--- src/design/flna_pkg.sv ---
// ----------------------------------------------------------------------------
// flna_pkg
// Shared constants, format codes and control structs of the number to ASCII
// digit formatter.
// ----------------------------------------------------------------------------
package flna_pkg;

    // Significant bits of the incoming number (8..32)
    localparam int NUMBER_WIDTH = 32;
    localparam logic [31:0] NUM_MASK = 32'((64'd1 << NUMBER_WIDTH) - 64'd1);

    localparam int BCD_DIGITS = 10;
    localparam int BCD_W      = 4 * BCD_DIGITS;
    localparam int SR_W       = 40;
    localparam int CNT_W      = $clog2(NUMBER_WIDTH + 1);

    // Formats
    localparam logic [1:0] FMT_UDEC = 2'd0;
    localparam logic [1:0] FMT_SDEC = 2'd1;
    localparam logic [1:0] FMT_HEX  = 2'd2;
    localparam logic [1:0] FMT_BIN  = 2'd3;

    // Digit count limits
    localparam logic [4:0] MAX_DEC = 5'd10;
    localparam logic [4:0] MAX_HEX = 5'd8;
    localparam logic [4:0] MAX_BIN = 5'd16;

    // Character codes
    localparam logic [6:0] CH_ZERO  = 7'h30;
    localparam logic [6:0] CH_UPPER = 7'h41;
    localparam logic [6:0] CH_PLUS  = 7'h2B;
    localparam logic [6:0] CH_MINUS = 7'h2D;

    typedef struct packed {
        logic busy;
        logic done;
    } t_bcd_stat;

    typedef struct packed {
        logic       load;
        logic       shift;
        logic [1:0] fmt;
    } t_sr_ctrl;

endpackage

--- src/design/fixed_length_number_to_ascii_digits.sv ---
// ----------------------------------------------------------------------------
// fixed_length_number_to_ascii_digits
// Formats a number as a run of ASCII digits tagged with line and column.
// ----------------------------------------------------------------------------
// One request at a time. A decimal request runs through the bit-serial BCD
// converter and waits to see it finish, then a load step, then an alignment
// step that discards unwanted high digits, then one character per cycle while
// the output is not stalled (the sign first for signed decimal), then a return
// to idle before the next request is taken. Hex and binary skip the converter.
// Characters leave through an output register, so a stalled output only holds
// the character stream and adds the stall length. The next request is taken
// once the last character of the current run has been written to the output
// register.
module fixed_length_number_to_ascii_digits (
    input  logic        i_clk,
    input  logic        i_rst_n,
    input  logic        i_valid,
    output logic        o_stall,
    input  logic [1:0]  i_action,
    input  logic [31:0] i_number,
    input  logic [4:0]  i_digit_count,
    input  logic [2:0]  i_line,
    input  logic [4:0]  i_column,
    output logic        o_valid,
    input  logic        i_stall,
    output logic [2:0]  o_out_line,
    output logic [4:0]  o_out_column,
    output logic [6:0]  o_char_code,
    output logic        o_last
);

    localparam logic [2:0] ST_IDLE  = 3'd0;
    localparam logic [2:0] ST_CONV  = 3'd1;
    localparam logic [2:0] ST_LOAD  = 3'd2;
    localparam logic [2:0] ST_ALIGN = 3'd3;
    localparam logic [2:0] ST_SIGN  = 3'd4;
    localparam logic [2:0] ST_DIGIT = 3'd5;

    logic [2:0]  r_state, n_state;
    logic [1:0]  r_fmt, n_fmt;
    logic [31:0] r_value, n_value;
    logic        r_neg, n_neg;
    logic [4:0]  r_len, n_len;
    logic [3:0]  r_skip, n_skip;
    logic [2:0]  r_line, n_line;
    logic [4:0]  r_col, n_col;

    logic        r_o_valid, n_o_valid;
    logic [2:0]  r_o_line, n_o_line;
    logic [4:0]  r_o_col, n_o_col;
    logic [6:0]  r_o_char, n_o_char;
    logic        r_o_last, n_o_last;

    logic        w_accept;
    logic        w_adv;
    logic        w_dec;
    logic [31:0] w_num;
    logic [31:0] w_mag;
    logic        w_sign;
    logic [4:0]  w_max;
    logic [4:0]  w_len;
    logic [6:0]  w_char;

    flna_pkg::t_bcd_stat           s_bcd;
    flna_pkg::t_sr_ctrl            s_sr;
    logic [flna_pkg::BCD_W-1:0]    w_bcd;

    assign w_accept = i_valid && !o_stall;
    assign w_adv    = !r_o_valid || !i_stall;
    assign o_stall  = (r_state != ST_IDLE);

    // Request decode
    assign w_num  = i_number & flna_pkg::NUM_MASK;
    assign w_sign = w_num[flna_pkg::NUMBER_WIDTH-1];
    assign w_mag  = (~w_num + 32'd1) & flna_pkg::NUM_MASK;
    assign w_dec  = (i_action == flna_pkg::FMT_UDEC) || (i_action == flna_pkg::FMT_SDEC);

    always_comb begin
        case (i_action)
            flna_pkg::FMT_HEX: w_max = flna_pkg::MAX_HEX;
            flna_pkg::FMT_BIN: w_max = flna_pkg::MAX_BIN;
            default:           w_max = flna_pkg::MAX_DEC;
        endcase
        if (i_digit_count == 5'd0) begin
            w_len = 5'd1;
        end else if (i_digit_count > w_max) begin
            w_len = w_max;
        end else begin
            w_len = i_digit_count;
        end
    end

    flna_bcd u_bcd (
        .i_clk   (i_clk),
        .i_rst_n (i_rst_n),
        .i_start (w_accept && w_dec),
        .i_value (n_value[flna_pkg::NUMBER_WIDTH-1:0]),
        .o_stat  (s_bcd),
        .o_bcd   (w_bcd)
    );

    assign s_sr.load  = (r_state == ST_LOAD);
    assign s_sr.shift = ((r_state == ST_ALIGN) && (r_skip != 4'd0))
                     || ((r_state == ST_DIGIT) && w_adv);
    assign s_sr.fmt   = r_fmt;

    flna_digit_sr u_digits (
        .i_clk   (i_clk),
        .i_rst_n (i_rst_n),
        .i_ctrl  (s_sr),
        .i_value (r_value),
        .i_bcd   (w_bcd),
        .o_char  (w_char)
    );

    always_comb begin
        n_state   = r_state;
        n_fmt     = r_fmt;
        n_value   = r_value;
        n_neg     = r_neg;
        n_len     = r_len;
        n_skip    = r_skip;
        n_line    = r_line;
        n_col     = r_col;
        n_o_valid = r_o_valid && i_stall;
        n_o_line  = r_o_line;
        n_o_col   = r_o_col;
        n_o_char  = r_o_char;
        n_o_last  = r_o_last;

        case (r_state)
            ST_IDLE: begin
                if (i_valid) begin
                    n_fmt   = i_action;
                    n_neg   = (i_action == flna_pkg::FMT_SDEC) && w_sign;
                    n_value = ((i_action == flna_pkg::FMT_SDEC) && w_sign) ? w_mag : w_num;
                    n_len   = w_len;
                    n_skip  = 4'(w_max - w_len);
                    n_line  = i_line;
                    n_col   = i_column;
                    n_state = w_dec ? ST_CONV : ST_LOAD;
                end
            end
            ST_CONV: begin
                if (s_bcd.done) begin
                    n_state = ST_LOAD;
                end
            end
            ST_LOAD: begin
                n_state = ST_ALIGN;
            end
            ST_ALIGN: begin
                // Drop the unwanted high digits
                if (r_skip != 4'd0) begin
                    n_skip = r_skip - 4'd1;
                end else if (r_fmt == flna_pkg::FMT_SDEC) begin
                    n_state = ST_SIGN;
                end else begin
                    n_state = ST_DIGIT;
                end
            end
            ST_SIGN: begin
                if (w_adv) begin
                    n_o_valid = 1'b1;
                    n_o_line  = r_line;
                    n_o_col   = r_col;
                    n_o_char  = r_neg ? flna_pkg::CH_MINUS : flna_pkg::CH_PLUS;
                    n_o_last  = 1'b0;
                    n_col     = r_col + 5'd1;
                    n_state   = ST_DIGIT;
                end
            end
            ST_DIGIT: begin
                if (w_adv) begin
                    n_o_valid = 1'b1;
                    n_o_line  = r_line;
                    n_o_col   = r_col;
                    n_o_char  = w_char;
                    n_o_last  = (r_len == 5'd1);
                    n_col     = r_col + 5'd1;
                    n_len     = r_len - 5'd1;
                    if (r_len == 5'd1) begin
                        n_state = ST_IDLE;
                    end
                end
            end
            default: begin
                n_state = ST_IDLE;
            end
        endcase
    end

    always_ff @(posedge i_clk) begin
        if (!i_rst_n) begin
            r_state   <= ST_IDLE;
            r_o_valid <= 1'b0;
            r_fmt     <= flna_pkg::FMT_UDEC;
            r_len     <= '0;
            r_skip    <= '0;
        end else begin
            r_state   <= n_state;
            r_o_valid <= n_o_valid;
            r_fmt     <= n_fmt;
            r_len     <= n_len;
            r_skip    <= n_skip;
        end
    end

    always_ff @(posedge i_clk) begin
        r_value  <= n_value;
        r_neg    <= n_neg;
        r_line   <= n_line;
        r_col    <= n_col;
        r_o_line <= n_o_line;
        r_o_col  <= n_o_col;
        r_o_char <= n_o_char;
        r_o_last <= n_o_last;
    end

    assign o_valid      = r_o_valid;
    assign o_out_line   = r_o_line;
    assign o_out_column = r_o_col;
    assign o_char_code  = r_o_char;
    assign o_last       = r_o_last;

    a_digit_len: assert property (@(posedge i_clk) disable iff (!i_rst_n)
        (r_state == ST_DIGIT) |-> (r_len != 5'd0))
        else $error("digit phase entered with no digits left");

    a_conv_state: assert property (@(posedge i_clk) disable iff (!i_rst_n)
        s_bcd.busy |-> (r_state == ST_CONV))
        else $error("BCD converter running outside conversion phase");

    a_last_idle: assert property (@(posedge i_clk) disable iff (!i_rst_n)
        ((r_state == ST_DIGIT) && w_adv && (r_len == 5'd1)) |=>
        ((r_state == ST_IDLE) && o_valid && o_last))
        else $error("final character did not close the run");

    a_accept_busy: assert property (@(posedge i_clk) disable iff (!i_rst_n)
        w_accept |=> ((r_state == ST_CONV) || (r_state == ST_LOAD)))
        else $error("accepted request did not start");

endmodule

--- src/design/flna_bcd.sv ---
// ----------------------------------------------------------------------------
// flna_bcd
// Bit-serial binary to BCD converter (shift and add 3), one input bit per
// cycle, shifting in all NUMBER_WIDTH input bits per conversion.
// ----------------------------------------------------------------------------
module flna_bcd (
    input  logic                                 i_clk,
    input  logic                                 i_rst_n,
    input  logic                                 i_start,
    input  logic [flna_pkg::NUMBER_WIDTH-1:0]    i_value,
    output flna_pkg::t_bcd_stat                  o_stat,
    output logic [flna_pkg::BCD_W-1:0]           o_bcd
);

    logic [flna_pkg::NUMBER_WIDTH-1:0] r_bin, n_bin;
    logic [flna_pkg::BCD_W-1:0]        r_bcd, n_bcd;
    logic [flna_pkg::BCD_W-1:0]        w_adj;
    logic [flna_pkg::CNT_W-1:0]        r_cnt, n_cnt;
    logic                              r_busy, n_busy;
    logic                              r_done, n_done;

    // Correct every digit that would overflow past 9 when doubled
    always_comb begin
        for (int d = 0; d < flna_pkg::BCD_DIGITS; d++) begin
            if (r_bcd[4*d +: 4] >= 4'd5) begin
                w_adj[4*d +: 4] = r_bcd[4*d +: 4] + 4'd3;
            end else begin
                w_adj[4*d +: 4] = r_bcd[4*d +: 4];
            end
        end
    end

    always_comb begin
        n_bin  = r_bin;
        n_bcd  = r_bcd;
        n_cnt  = r_cnt;
        n_busy = r_busy;
        n_done = 1'b0;
        if (i_start) begin
            n_bin  = i_value;
            n_bcd  = '0;
            n_cnt  = '0;
            n_busy = 1'b1;
        end else if (r_busy) begin
            n_bcd = {w_adj[flna_pkg::BCD_W-2:0], r_bin[flna_pkg::NUMBER_WIDTH-1]};
            n_bin = r_bin << 1;
            n_cnt = r_cnt + 1'b1;
            if (r_cnt == flna_pkg::CNT_W'(flna_pkg::NUMBER_WIDTH - 1)) begin
                n_busy = 1'b0;
                n_done = 1'b1;
            end
        end
    end

    always_ff @(posedge i_clk) begin
        if (!i_rst_n) begin
            r_busy <= 1'b0;
            r_done <= 1'b0;
            r_cnt  <= '0;
            r_bcd  <= '0;
            r_bin  <= '0;
        end else begin
            r_busy <= n_busy;
            r_done <= n_done;
            r_cnt  <= n_cnt;
            r_bcd  <= n_bcd;
            r_bin  <= n_bin;
        end
    end

    assign o_stat.busy = r_busy;
    assign o_stat.done = r_done;
    assign o_bcd       = r_bcd;

endmodule

--- src/design/flna_digit_sr.sv ---
// ----------------------------------------------------------------------------
// flna_digit_sr
// Digit shift register: holds the digits left-aligned and presents the top
// digit as an ASCII character, one binary bit or one nibble per shift.
// ----------------------------------------------------------------------------
module flna_digit_sr (
    input  logic                          i_clk,
    input  logic                          i_rst_n,
    input  flna_pkg::t_sr_ctrl            i_ctrl,
    input  logic [31:0]                   i_value,
    input  logic [flna_pkg::BCD_W-1:0]    i_bcd,
    output logic [6:0]                    o_char
);

    logic [flna_pkg::SR_W-1:0] r_sr, n_sr;
    logic [1:0]                r_fmt, n_fmt;
    logic [3:0]                w_nib;

    always_comb begin
        n_sr  = r_sr;
        n_fmt = r_fmt;
        if (i_ctrl.load) begin
            n_fmt = i_ctrl.fmt;
            case (i_ctrl.fmt)
                flna_pkg::FMT_HEX: n_sr = {i_value, 8'h00};
                flna_pkg::FMT_BIN: n_sr = {i_value[15:0], 24'h000000};
                default:           n_sr = i_bcd;
            endcase
        end else if (i_ctrl.shift) begin
            if (r_fmt == flna_pkg::FMT_BIN) begin
                n_sr = r_sr << 1;
            end else begin
                n_sr = r_sr << 4;
            end
        end
    end

    assign w_nib = r_sr[flna_pkg::SR_W-1 -: 4];

    always_comb begin
        if (r_fmt == flna_pkg::FMT_BIN) begin
            o_char = flna_pkg::CH_ZERO + 7'(r_sr[flna_pkg::SR_W-1]);
        end else if (w_nib < 4'd10) begin
            o_char = flna_pkg::CH_ZERO + 7'(w_nib);
        end else begin
            o_char = flna_pkg::CH_UPPER + 7'(w_nib - 4'd10);
        end
    end

    always_ff @(posedge i_clk) begin
        if (!i_rst_n) begin
            r_sr  <= '0;
            r_fmt <= flna_pkg::FMT_UDEC;
        end else begin
            r_sr  <= n_sr;
            r_fmt <= n_fmt;
        end
    end

endmodule
--- config.mk ---
export PLATFORM = sky130hd
export DESIGN_NAME = fixed_length_number_to_ascii_digits
export DESIGN_NICKNAME = d
export VERILOG_FILES = /design/src/design/flna_pkg.sv /design/src/design/fixed_length_number_to_ascii_digits.sv /design/src/design/flna_bcd.sv /design/src/design/flna_digit_sr.sv
export SDC_FILE = /design/constraint.sdc
export NUM_CORES = 1
export LEC_CHECK = 0
export ABC_CLOCK_PERIOD_IN_PS = 3800
export BUFFER_PORTS_ARGS = -buffer_cell sky130_fd_sc_hd__buf_4
export CORE_ASPECT_RATIO = 0.7
export CORE_UTILIZATION = 45
export DETAILED_ROUTE_END_ITERATION = 10
export GPL_ROUTABILITY_DRIVEN = 0
export SLEW_MARGIN = 20
export SYNTH_ARGS = -nofsm -noshare
export SYNTH_HDL_FRONTEND = slang
export SYNTH_SLANG_ARGS = --single-unit
--- constraint.sdc ---
create_clock -name i_clk -period 3.8 [get_ports i_clk]
set_input_delay 0.76 -clock i_clk [delete_from_list [all_inputs] [get_ports i_clk]]
set_output_delay 0.76 -clock i_clk [all_outputs]
set_load 0.03 [all_outputs]
=== Word-level counts from Yosys, hierarchy flattened ===
Index checks and enable logic that the tools add are counted.

* Output and inout bits: 18
* Word-level logic and storage cells: 165
* Bits in registers: 194
* Bits of input ports: 51

* Add/subtract/negate cells: 20
* Bitwise gates (word level): 3
* Magnitude comparators: 12
* Equal/unequal tests: 22
* Multiplexer cells: 55
* Reduce and logical (&&, ||, !) cells: 33

{| class="wikitable"
|+ Operators by type and width
! cell !! number
|-
| 2-to-1 mux 32 bit || 5
|-
| 2-to-1 mux 40 bit || 3
|-
| one-hot mux 40 bit (2 select lines) || 1
|-
| 2-to-1 mux 4 bit || 11
|-
| >= comparator 4 x 3 -> 1 bit, second input constant || 10
|-
| adder 4 x 2 -> 4 bit, second input constant || 9
|-
| adder 32 x 1 -> 32 bit, second input constant || 1
|-
| NOT 32 bit || 1
|-
| 2-to-1 mux 5 bit || 6
|-
| one-hot mux 5 bit (2 select lines) || 3
|-
| 2-to-1 mux 7 bit || 4
|-
| 2-to-1 mux 3 bit || 8
|-
| one-hot mux 3 bit (6 select lines) || 1
|-
| one-hot mux 7 bit (2 select lines) || 1
|-
| AND reduction 3 bit || 4
|-
| nonzero test 2 bit || 6
|-
| == test 2 bit, second input constant || 5
|-
| 2-to-1 mux 1 bit || 9
|-
| != test 2 x 1 -> 1 bit, second input constant || 4
|-
| != test 2 bit, second input constant || 4
|-
| one-hot mux 4 bit (2 select lines) || 1
|-
| adder 6 x 1 -> 7 bit, first input constant || 1
|-
| adder 6 x 4 -> 7 bit, first input constant || 1
|-
| adder 7 bit, first input constant || 1
|-
| 30 further kinds || 45
|}

=== Depth between registers and ports, before layout ===
Gate-level depths: netlist (run 1).

* Word-level depth: 8
* Depth in mapped cells: 13
* Mapped depth without buffers: 12

=== By module ===
Synthesis (run 1) repeated with hierarchy kept, for this count alone.

* Cells, all modules: 1303
* Area, all modules: 11088.1 sq um

{| class="wikitable"
|+ By module, submodules not included
! module !! instances !! cells each !! area each (sq um)
|-
| flna_bcd || 1 || 538 || 4526.8
|-
| fixed_length_number_to_ascii_digits || 1 || 421 || 3744.8
|-
| flna_digit_sr || 1 || 344 || 2816.5
|}

=== Worst setup path before layout (run 1) ===
No wires, ideal clock.

* Path type: input-to-reg
* From: input port i_action[1]
* To: register r_skip[2]
* Required time: 3668 ps
* Setup time: 132 ps
* Arrival time: 2908 ps
* Slack: 760 ps
* Path buffers: 1
* Stages on the path: 12
* Path through: clkbuf_1 -> nand2_1 -> ha_1 -> a21oi_1 -> and2_1 -> nor2_1 -> nor3_1 -> a31oi_1 -> ha_1 -> or3_1 -> nand4_1 -> a21oi_1

* Longest elaborated chain between the ends: 8
* Elaborated cells between the ends (all ways): 9
* Those cells by class: add/sub (1); order compare (1); eq/ne (2); mux (5)

{| class="wikitable"
|+ Ends and longest elaborated chain
! element !! RTL line !! RTL
|-
| start, declared || fixed_length_number_to_ascii_digits.sv:19 || <nowiki>input logic [1:0] i_action,</nowiki>
|-
| == test 2 bit || fixed_length_number_to_ascii_digits.sv:79 || <nowiki>case (i_action)</nowiki>
|-
| one-hot mux 5 bit (2 select lines) * || fixed_length_number_to_ascii_digits.sv:79 ||
|-
| greater-than comparator 5 bit || fixed_length_number_to_ascii_digits.sv:86 || <nowiki>end else if (i_digit_count > w_max) begin</nowiki>
|-
| 2-to-1 mux 5 bit || fixed_length_number_to_ascii_digits.sv:86 ||
|-
| 2-to-1 mux 5 bit || fixed_length_number_to_ascii_digits.sv:84 || <nowiki>if (i_digit_count == 5'd0) begin</nowiki>
|-
| subtractor 4 bit * || fixed_length_number_to_ascii_digits.sv:138 || <nowiki>n_skip = 4'(w_max - w_len);</nowiki>
|-
| 2-to-1 mux 4 bit * || fixed_length_number_to_ascii_digits.sv:133 || <nowiki>if (i_valid) begin</nowiki>
|-
| one-hot mux 4 bit (2 select lines) * || fixed_length_number_to_ascii_digits.sv:131 || <nowiki>case (r_state)</nowiki>
|-
| end signal, assigned || fixed_length_number_to_ascii_digits.sv:205 || <nowiki>r_skip <= n_skip;</nowiki>
|-
| end, declared || fixed_length_number_to_ascii_digits.sv:44 || <nowiki>logic [3:0] r_skip, n_skip;</nowiki>
|}

Every way passes the cells marked *; elsewhere a longest branch is shown, timed or not. The select of a mux whose other input is x is not followed.
A chain may end at the register's enable or synchronous reset.

=== Worst setup path after layout (run 1) ===
* From: input port i_number[6]
* To: register u_bcd.r_bin[31] in the netlist's numbering

* Longest elaborated chain between the ends: 6

{| class="wikitable"
|+ Ends and longest elaborated chain
! element !! RTL line !! RTL
|-
| start, declared || fixed_length_number_to_ascii_digits.sv:20 || <nowiki>input logic [31:0] i_number,</nowiki>
|-
| NOT 32 bit || fixed_length_number_to_ascii_digits.sv:75 || <nowiki>assign w_mag = (~w_num + 32'd1) & flna_pkg::NUM_MASK;</nowiki>
|-
| adder 32 x 1 -> 32 bit || fixed_length_number_to_ascii_digits.sv:75 ||
|-
| 2-to-1 mux 32 bit || fixed_length_number_to_ascii_digits.sv:136 || <nowiki>n_value = ((i_action == flna_pkg::FMT_SDEC) && w_sign) ? w_mag : w_num;</nowiki>
|-
| 2-to-1 mux 32 bit || fixed_length_number_to_ascii_digits.sv:133 ||
|-
| 2-to-1 mux 32 bit || fixed_length_number_to_ascii_digits.sv:131 ||
|-
| 2-to-1 mux 32 bit || flna_bcd.sv:39 || <nowiki>if (i_start) begin</nowiki>
|-
| end signal, assigned || flna_bcd.sv:67 || <nowiki>r_bin <= n_bin;</nowiki>
|-
| end, declared || flna_bcd.sv:15 || <nowiki>logic [flna_pkg::NUMBER_WIDTH-1:0] r_bin, n_bin;</nowiki>
|}

Every way passes these cells.

==> out/results.tsv, run 1 <==
stage	metric	value	unit
worst_setup_path	critPathCaptureType	register	
clocking	cts_setup_buffers	0	
grt	grt_pass1_vias	8574	
cells_and_area	insertedDiodeCount	0	
timing	max_freq	369	MHz
synth	synth_top_cell_area_share	31.5	%
floorplanning	core_area	23000	um2
clocking	clk_pin_slew	0.07	ns
synth	synth_edf_count	25	
timing	layout_min_cycle_time	2.71	ns
floorplanning	initial_core_util	46.6	%
synth	yosysTopAreaCell	dfxtp_1	
timing	period_share	71.3	%
grt	grt_max_degree	87	
placement	portBuffers	68	
worst_setup_path	reg2reg_slack	1.27	ns
worst_setup_path	crit_fanout	10	
clocking	cts_tree	built	
clocking	clk_path_buf_depth	2	
worst_setup_path	crit_required	4.16	ns
min_path	hold_path_class	reg -> reg	
clocking	cts.sink_count	194	
synth	yosysUniqueCellTypes	65	
timing	timing.setup.tns	0	ns
synth	syn_area	10700	um2
clocking	numCtsBuffers	17	
synth	synth_area_leaders	dfxtp_1, nand2_1, edfxtp_1	
detailed_routing	drt_iter0_markers	956	
worst_setup_path	crit_arrival	3.07	ns
detailed_routing	drt_wl_total	28300	um
synth	syn_avg_cell_area	7.96	um2
synth	synthTopCellsByCount	nand2_1, dfxtp_1, a21oi_1, o21ai_0, clkbuf_1	
cells_and_area	drive_above_1_share	11.1	%
synth	synth.net_count	1432	
run	drv_cap	0	
placement	dp_hpwl	19500	um
cells_and_area	fin_nets	1442	
synth	synth.most_common_cell	nand2_1	
clocking	ctsHoldBuffers	0	
power	power.density	479	nW/um2
synth	ys.flop_type	dfxtp_1	
floorplanning	die_h	131	um
clocking	post_cts_resized	0	
timing	maxSlewViolCount	0	
synth	syn_inst	1348	
timing	fin_ws	1.09	ns
floorplanning	die_w	187	um
clocking	clockRootBuffer	clkbuf_16	
placement	preCtsSetupSlack	0.664	ns
timing	setup_viol	0	
status	status	completed	
clocking	htree_num_levels	4	
power	p_leak	4.30	nW
timing	fin_worst_skew	0.0157	ns
detailed_routing	drtPass1Iterations	5	
worst_setup_path	critPathKind	in -> reg	
floorplanning	rows	46	
cells_and_area	syn2layout_area_growth	12.1	%
detailed_routing	wl_per_cell	16.8	um
floorplanning	dieArea	24500	um2
power	p_total	0.00577	W
detailed_routing	drc	0	
power	vdd_drop_max	340	uV
detailed_routing	drtAntennaViolNets	0	
synth	ys_seq_area_share	38.5	%
synth	synth-async-reset-ratio	0	%
timing	relSlewSlack	30.5	%
grt	antenna_found_initial	0	
worst_setup_path	start_kind	input pin	
timing	final-hold-violation-count	0	
detailed_routing	vias	9475	
clocking	clock_latency	0.45	ns
grt	gr-usage-all-layers	23.5	%
timing	grt_setup_unrepaired	no	
timing	worstMarginPinSlew	1.04	ns
grt	gr-total-overflow	0	
grt	grt_first_pass_wirelength	46800	um
synth	ys_seq_elements	194	
synth	yosysWarnings	0	
floorplanning	pin_count	69	
detailed_routing	vias_per_cell	5.63	
[path summary, 6_finish.rpt]
path	from	end	cells after the start
max reg2reg	r_state[1]	u_digits.r_sr[2]	5
max	i_number[6]	u_bcd.r_bin[31]	6
min reg2reg	r_line[0]	o_out_line[0]	0
min	r_line[0]	o_out_line[0]	0
[area by class of cell]
class | instances | area, um2
clock buffers | 21 | 492
fillers | 2279 | 11000
inverters | 40 | 150
repair buffers | 86 | 646
flip-flops and latches | 194 | 4140
clock inverters | 11 | 121
well taps | 312 | 390
multi-input cells | 1019 | 6090
[per-stage QoR]
step	hold slack (ns)	util [%]	area (um2)	std cells
CTS	0.416	52.2	12000	1683
detailed placement	0.405	49.6	11400	1651
finish	0.415	52.3	12000	1683
global route	0.424	52.3	12000	1683
floorplan	0.400	-	10700	1348
global placement	0.401	49.6	11400	1651
[routing by layer]
| metal | up-vias | track usage [%] | part of all wire, % |
|---|---|---|---|
| met5 | - | 0 | 0 |
| met4 | 0 | 5.56 | 1.1 |
| met1 | 4411 | 36.2 | 52 |
| met2 | 247 | 32.9 | 41 |
| li1 | 4795 | - | - |
| met3 | 22 | 4.83 | 5.5 |
[worst max-delay path, stage by stage]
cell and delay (ns):
buf_4 0.12, or4_1 0.66, or4_1 0.72, nor3_1 0.45
a21boi_0 0.17, o22ai_1 0.18
[registers in the layout, summed over array words and instances (netlist names)]
register	count
u_bcd.o_bcd	40
u_digits.r_sr	40
r_value	32
u_bcd.r_bin	32
o_char_code	7
u_bcd.r_cnt	6
o_out_column	5
r_col	5
r_len	5
r_skip	4
o_out_line	3
r_line	3
r_state	3
r_fmt	2
u_digits.r_fmt	2
o_last	1
o_valid	1
r_neg	1
u_bcd.r_busy	1
u_bcd.r_done	1
[where the power goes]
group / leakage (nW) / switching [W] / internal [W]
clock: 0.301 / 0.000823 / 0.00106
sequential: 1.62 / 0.000311 / 0.00236
combinational: 2.38 / 0.000741 / 0.000466
[layout by cell type (no fill, tap or decap), types with 4 or more instances in the layout]
cell type / instances
dfxtp_1: 167
clkinv_2: 4
nand3b_1: 7
nand4_1: 4
o211ai_1: 16
xor2_1: 18
nand2b_1: 30
clkbuf_16: 18
inv_1: 38
or3_1: 8
a31oi_1: 34
edfxtp_1: 25
nor2_1: 85
nor2b_1: 9
xnor2_1: 42
nor3b_1: 5
a311oi_1: 5
nand2_1: 218
and3_1: 8
o21ai_0: 113
nor3_1: 23
nand3_1: 50
a211oi_1: 33
mux2_2: 18
o21bai_1: 4
ha_1: 33
a41oi_1: 4
a21o_1: 12
a21oi_1: 130
nor4_1: 7
o31ai_1: 8
buf_4: 86
mux2i_1: 41
[logic make-up (layout without fill, tap and decap cells)]
logic type	after synthesis	count (layout)	share of synthesized area, %
muxes	59	59	5.71
buffers and inverters	135	158	4.80
adders and majority gates	33	33	3.85
DFF	194	194	38.5
and+or+nand+nor	476	476	20.2
xor gates and xnor gates	60	60	4.90
AOI/OAI and AO/OA	391	391	22.0
Note: power is estimated with default switching activity, not from simulation.
==> inputs of run 2 (changes only) <==
--- a/config.mk
+++ b/config.mk
@@ -5,7 +5,7 @@
 export SDC_FILE = /design/constraint.sdc
 export NUM_CORES = 1
 export LEC_CHECK = 0
-export ABC_CLOCK_PERIOD_IN_PS = 3800
+export ABC_CLOCK_PERIOD_IN_PS = 2600
 export BUFFER_PORTS_ARGS = -buffer_cell sky130_fd_sc_hd__buf_4
 export CORE_ASPECT_RATIO = 0.7
 export CORE_UTILIZATION = 45
==> constraint.sdc (replaced) <==
create_clock -name i_clk -period 2.6 [get_ports i_clk]
set_input_delay 0.52 -clock i_clk [delete_from_list [all_inputs] [get_ports i_clk]]
set_output_delay 0.52 -clock i_clk [all_outputs]
set_load 0.03 [all_outputs]
==> out/results.tsv, run 2 (same netlist as run 1, synthesis figures left out) <==
stage	metric	value	unit	change
clocking	cts_tree	built		unchanged
detailed_routing	drt_wl_total	28600	um	was 28,300 um
timing	relSlewSlack	56.2	%	was 30.5%
timing	max_freq	451	MHz	
clocking	htree_num_levels	4		unchanged
placement	dp_hpwl	20100	um	was 19,500 um
worst_setup_path	crit_fanout	40		was 10
timing	fin_worst_skew	0.0137	ns	was 0.0157 ns
detailed_routing	drtPass1Iterations	5		unchanged
detailed_routing	drt_iter0_markers	812		was 956
grt	gr-total-overflow	0		unchanged
run	drv_cap	0		unchanged
cells_and_area	insertedDiodeCount	0		unchanged
detailed_routing	wl_per_cell	16.7	um	was 16.8 um
worst_setup_path	crit_required	2.92	ns	was 4.16 ns
clocking	cts.sink_count	194		unchanged
worst_setup_path	max_stage_delay	0.73	ns	was 0.72 ns
grt	grt_first_pass_wirelength	46500	um	was 46,800 um
clocking	numCtsBuffers	17		unchanged
detailed_routing	wl_met3	1710	um	was 1570 um
timing	final-hold-violation-count	0		unchanged
timing	fin_ws	0.384	ns	was 1.09 ns
floorplanning	die_h	131	um	unchanged
timing	worstMarginPinSlew	0.657	ns	was 1.04 ns
grt	gr-usage-all-layers	23.3	%	was 23.5%
clocking	clockRootBuffer	clkbuf_16		unchanged
floorplanning	die_w	187	um	unchanged
cells_and_area	layout_common_cells	nand2_1, dfxtp_1, a21oi_1		unchanged
clocking	post_cts_resized	0		unchanged
floorplanning	pin_count	69		unchanged
detailed_routing	drc	0		unchanged
cells_and_area	drive_above_1_share	13.2	%	was 11.1%
timing	layout_min_cycle_time	2.22	ns	
status	status	completed		unchanged
grt	antenna_found_initial	0		unchanged
timing	grt_setup_unrepaired	no		unchanged
floorplanning	dieArea	24500	um2	unchanged
power	vdd_drop_max	505	uV	was 340 uV
worst_setup_path	start_kind	register		was input pin
clocking	cts_setup_buffers	0		unchanged
worst_setup_path	crit_arrival	2.53	ns	was 3.07 ns
power	p_total	0.00841	W	was 0.00577 W
power	p_sw	0.00285	W	was 0.00187 W
worst_setup_path	critPathLaunch	r_state[1]		was i_number[6]
worst_setup_path	path_cells	or3b_2, and3_1, buf_12, a311oi_1, nor3_1		was buf_4, or4_1, or4_1, nor3_1, a21boi_0, o22ai_1
detailed_routing	wl_met1	14600	um	was 14,800 um
detailed_routing	route.met2.wl	11900	um	was 11,700 um
grt	grt_max_degree	71		was 87
floorplanning	core_area	23000	um2	unchanged
worst_setup_path	critPathKind	reg -> reg		was in -> reg
power	p_int	0.00555	W	was 0.00389 W
cells_and_area	syn2layout_area_growth	15.1	%	was 12.1%
timing	maxSlewViolCount	0		unchanged
detailed_routing	vias_per_cell	5.60		was 5.63
timing	period_share	85.2	%	
power	power_frac_comb	23.2	%	was 20.9%
power	p_clk_share	31.1	%	was 32.7%
power	power.density	681	nW/um2	was 479 nW/um2
worst_setup_path	rr_startpoint	r_state[1]		unchanged
floorplanning	initial_core_util	46.6	%	unchanged
min_path	min_from	i_line[1]		was r_line[0]
power	swShare	34.0	%	was 32.5%
clocking	clk_pin_slew	0.08	ns	was 0.07 ns
grt	grt_pass1_vias	8634		was 8,574
floorplanning	rows	46		unchanged
detailed_routing	top_layer	met4		unchanged
worst_setup_path	crit_slowest_cell	or3b_2		was or4_1
clocking	clock_latency	0.45	ns	about the same
power	p_seq_share	45.7	%	was 46.4%
placement	portBuffers	68		unchanged
detailed_routing	vias	9620		was 9,475
min_path	hold_path_class	in -> reg		was reg -> reg
clocking	clk_path_buf_depth	2		unchanged
clocking	ctsHoldBuffers	0		unchanged
placement	preCtsSetupSlack	-0.0583	ns	was 0.664 ns
cells_and_area	final_common_cell	nand2_1		unchanged
worst_setup_path	critPathCaptureType	register		unchanged
timing	setup_viol	0		unchanged
cells_and_area	fin_nets	1477		was 1,442
detailed_routing	drtAntennaViolNets	0		unchanged
power	p_leak	4.48	nW	was 4.30 nW
-- run 2: cell count changes in the layout (fill, tap and decap cells not counted), sizes merged --
cell | previous run | this run
buf | 86 | 121
inv | 41 | 47
bufinv | 2 | 0
clkinvlp | 2 | 0
clkbuf | 21 | 20
clkinv | 6 | 5
-- run 2: metal layers --
metal	global-route usage (%)	up-vias
li1	-	4851
met1	34.8	4488
met2	33.6	256
met3	4.75	25
met4	6.47	0
met5	0	-
-- run 2: worst max-delay path, delay by kind of cell (launching register included) --
family	cells	cell delay, ns
flops	1	0.50
buf+inv	1	0.17
compound gates	1	0.29
simple gates	3	1.12
-- run 2: final cells by class --
cell class                      count  area [um2]
Clock buffer                       20         458
Multi-Input combinational cell   1019        6100
Tap cell                          312         390
Timing Repair Buffer              121         996
Inverter                           40         150
Fill cell                        2214       10700
Sequential cell                   194        4140
Clock inverter                     12         113
-- run 2: power by group through the flow --
stage	sequential, W	combinational, W	clock, W
floorplan	0.00371	0.00137	0
global placement	0.00390	0.00191	0
detailed placement	0.00390	0.00193	0
CTS	0.00384	0.00194	0.00266
global route	0.00388	0.00216	0.00278
finish	0.00384	0.00195	0.00262
-- run 2: worst paths after layout --
path,to,slack (ns),cells past startpoint
max,u_digits.r_sr[3],0.38,5
min,r_line[1],0.25,1
max reg2reg,u_digits.r_sr[3],0.38,5
min reg2reg,o_out_line[2],0.42,0
-- run 2: stage by stage --
step / TNS, ns / instances / util, % / instance area, um2 / hold WS (ns)
after floorplan: 0 / 1348 / - / 10700 / 0.400
after global placement: -0.102 / 1686 / 51.1 / 11800 / 0.403
after detailed placement: -0.172 / 1686 / 51.1 / 11800 / 0.406
after CTS: 0 / 1718 / 53.6 / 12300 / 0.237
after global routing: 0 / 1718 / 53.6 / 12300 / 0.237
final: 0 / 1718 / 53.6 / 12300 / 0.249
==> inputs of run 3 (changes only) <==
--- a/config.mk
+++ b/config.mk
@@ -6,10 +6,10 @@
 export NUM_CORES = 1
 export LEC_CHECK = 0
 export ABC_CLOCK_PERIOD_IN_PS = 2600
-export BUFFER_PORTS_ARGS = -buffer_cell sky130_fd_sc_hd__buf_4
 export CORE_ASPECT_RATIO = 0.7
 export CORE_UTILIZATION = 45
 export DETAILED_ROUTE_END_ITERATION = 10
+export DONT_BUFFER_PORTS = 1
 export GPL_ROUTABILITY_DRIVEN = 0
 export SLEW_MARGIN = 20
 export SYNTH_ARGS = -nofsm -noshare
==> out/results.tsv, run 3 (same netlist as run 1, synthesis figures left out) <==
stage	metric	value	unit	change
worst_setup_path	critPathCaptureType	register		unchanged
grt	antenna_found_initial	0		unchanged
worst_setup_path	critPathKind	reg -> reg		unchanged
status	status	completed		unchanged
timing	final-hold-violation-count	0		unchanged
clocking	cts_tree	built		unchanged
clocking	clk_pin_slew	0.08	ns	about the same
run	drv_cap	0		unchanged
timing	grt_setup_unrepaired	no		unchanged
worst_setup_path	path_cells	or3b_2, buf_4, a211oi_1, o21ai_0, a21oi_1		was or3b_2, and3_1, buf_12, a311oi_1, nor3_1
worst_setup_path	crit_fanout	51		was 40
grt	gr-usage-met1	36.0	%	was 34.8%
min_path	min_from	i_line[1]		unchanged
worst_setup_path	crit_arrival	2.67	ns	was 2.53 ns
timing	fin_worst_skew	0.0115	ns	was 0.0137 ns
min_path	hold_depth	0		was 1
power	p_leak	4.07	nW	was 4.48 nW
cells_and_area	insertedDiodeCount	0		unchanged
detailed_routing	drtAntennaViolNets	0		unchanged
timing	max_freq	435	MHz	was 451 MHz
worst_setup_path	crit_required	2.97	ns	was 2.92 ns
worst_setup_path	reg2reg_depth	5		unchanged
clocking	cts.sink_count	194		unchanged
floorplanning	die_h	131	um	unchanged
clocking	htree_num_levels	4		unchanged
worst_setup_path	start_kind	register		unchanged
floorplanning	dieArea	24500	um2	unchanged
timing	worstMarginPinSlew	0.722	ns	was 0.657 ns
grt	grt_pass1_vias	8543		was 8,634
cells_and_area	final_common_cell	nand2_1		unchanged
power	power.density	711	nW/um2	was 681 nW/um2
min_path	hold_path_class	in -> reg		unchanged
worst_setup_path	reg2reg_slack	0.30	ns	was 0.38 ns
detailed_routing	drtPass1Iterations	5		unchanged
cells_and_area	n_fill_cell	2277		was 2,214
detailed_routing	vias	9391		was 9,620
timing	timing.setup.tns	0	ns	unchanged
cells_and_area	drive_above_1_share	7.79	%	was 13.2%
detailed_routing	drt_wl_total	28100	um	was 28,600 um
clocking	clockRootBuffer	clkbuf_16		unchanged
floorplanning	die_w	187	um	unchanged
grt	gr-usage-all-layers	23.2	%	was 23.3%
power	vdd_drop_max	469	uV	was 505 uV
timing	setup_viol	0		unchanged
grt	gr-usage-met3	4.59	%	was 4.75%
cells_and_area	layout_common_cells	nand2_1, dfxtp_1, a21oi_1		unchanged
cells_and_area	stdcell_count	1634		was 1,718
grt	grt_first_pass_wirelength	46100	um	was 46,500 um
timing	timing.hold.ws	0.175	ns	was 0.249 ns
grt	busiest_layer	met1		unchanged
detailed_routing	wl_per_cell	17.2	um	was 16.7 um
min_path	whs_endpoint	r_line[1]		unchanged
timing	maxSlewViolCount	0		unchanged
clocking	numCtsBuffers	17		unchanged
clocking	cts_setup_buffers	0		unchanged
floorplanning	initial_core_util	46.6	%	unchanged
clocking	ctsHoldBuffers	0		unchanged
timing	relSlewSlack	51.9	%	was 56.2%
grt	gr-total-overflow	0		unchanged
timing	period_share	88.5	%	was 85.2%
cells_and_area	fin_nets	1393		was 1,477
timing	layout_min_cycle_time	2.30	ns	was 2.22 ns
placement	dp.cells	1602		was 1,686
worst_setup_path	crit_slowest_cell	or3b_2		unchanged
grt	grt_use_met2	32.0	%	was 33.6%
grt	grt_max_degree	71		unchanged
worst_setup_path	reg2reg_to	u_digits.r_sr[31]		was u_digits.r_sr[3]
worst_setup_path	max_stage_delay	0.55	ns	was 0.73 ns
clocking	clk_path_buf_depth	2		unchanged
detailed_routing	vias_per_cell	5.75		was 5.60
worst_setup_path	rr_startpoint	r_state[2]		was r_state[1]
placement	portBuffers	0		was 68
floorplanning	pin_count	69		unchanged
clocking	post_cts_resized	0		unchanged
detailed_routing	drc	0		unchanged
floorplanning	core_area	23000	um2	unchanged
placement	dp_hpwl	19800	um	was 20,100 um
floorplanning	rows	46		unchanged
cells_and_area	syn2layout_area_growth	9.07	%	was 15.1%
clocking	clock_latency	0.44	ns	was 0.45 ns
detailed_routing	drt_iter0_markers	801		was 812
[run 3: cell types whose count changed in the layout (fill, tap and decap cells not counted), moves of 2 or more]
cell        before  now
inv_6            4    6
buf_4          114   33
bufinv_16        0    2
inv_4            2    0
buf_12           7    4
clkinvlp_4       0    2
[run 3: final cells by class]
class / instances / area, um2 / share of cell area (%)
Tap cell: 312 / 390 / 3.34
Clock inverter: 14 / 168 / 1.43
Sequential cell: 194 / 4140 / 35.4
Timing Repair Buffer: 37 / 328 / 2.80
Multi-Input combinational cell: 1019 / 6100 / 52.1
Clock buffer: 18 / 429 / 3.67
Inverter: 40 / 150 / 1.28
[run 3: how the worst max path moves through the flow]
stage                  from           endpoint  slack [ns]  cells after the start
4_1_cts          r_state[2]  u_digits.r_sr[31]        0.41                      5
5_1_grt          r_state[2]  u_digits.r_sr[32]        0.18                      5
2_1_floorplan   i_action[1]          r_skip[2]        0.02                     12
3_3_place_gp   i_number[12]        r_value[29]        0.05                      6
6_report         r_state[2]  u_digits.r_sr[31]        0.30                      5
3_5_place_dp   i_number[12]        r_value[29]        0.02                      6
[run 3: power breakdown]
part | switching (W) | internal [W] | total [W]
clock | 0.00128 | 0.00146 | 0.00273
combinational | 0.00106 | 0.000663 | 0.00173
sequential | 0.000406 | 0.00345 | 0.00386
[run 3: critical path: cells and delay by family, from the launching register on]
| kind | cells | cell delay (ns) |
|---|---|---|
| AOI/OAI and AO/OA | 3 | 0.87 |
| buffers and inverters | 1 | 0.30 |
| DFF | 1 | 0.47 |
| and+or+nand+nor | 1 | 0.55 |
[run 3: layer usage]
| layer | wire length, um | vias to the layer above |
|---|---|---|
| li1 | - | 4698 |
| met1 | 14900 | 4435 |
| met2 | 11300 | 244 |
| met3 | 1720 | 14 |
| met4 | 257 | 0 |
| met5 | 0 | - |
[run 3: per-stage QoR]
step	total power, W	instance area (um2)	worst slack [ns]	util, %
after floorplan	0.00509	10700	0.0222	-
after global placement	0.00561	11100	0.0529	48.2
after detailed placement	0.00563	11100	0.0213	48.2
after CTS	0.00835	11700	0.414	50.8
after global routing	0.00876	11700	0.183	50.8
final	0.00832	11700	0.300	50.8
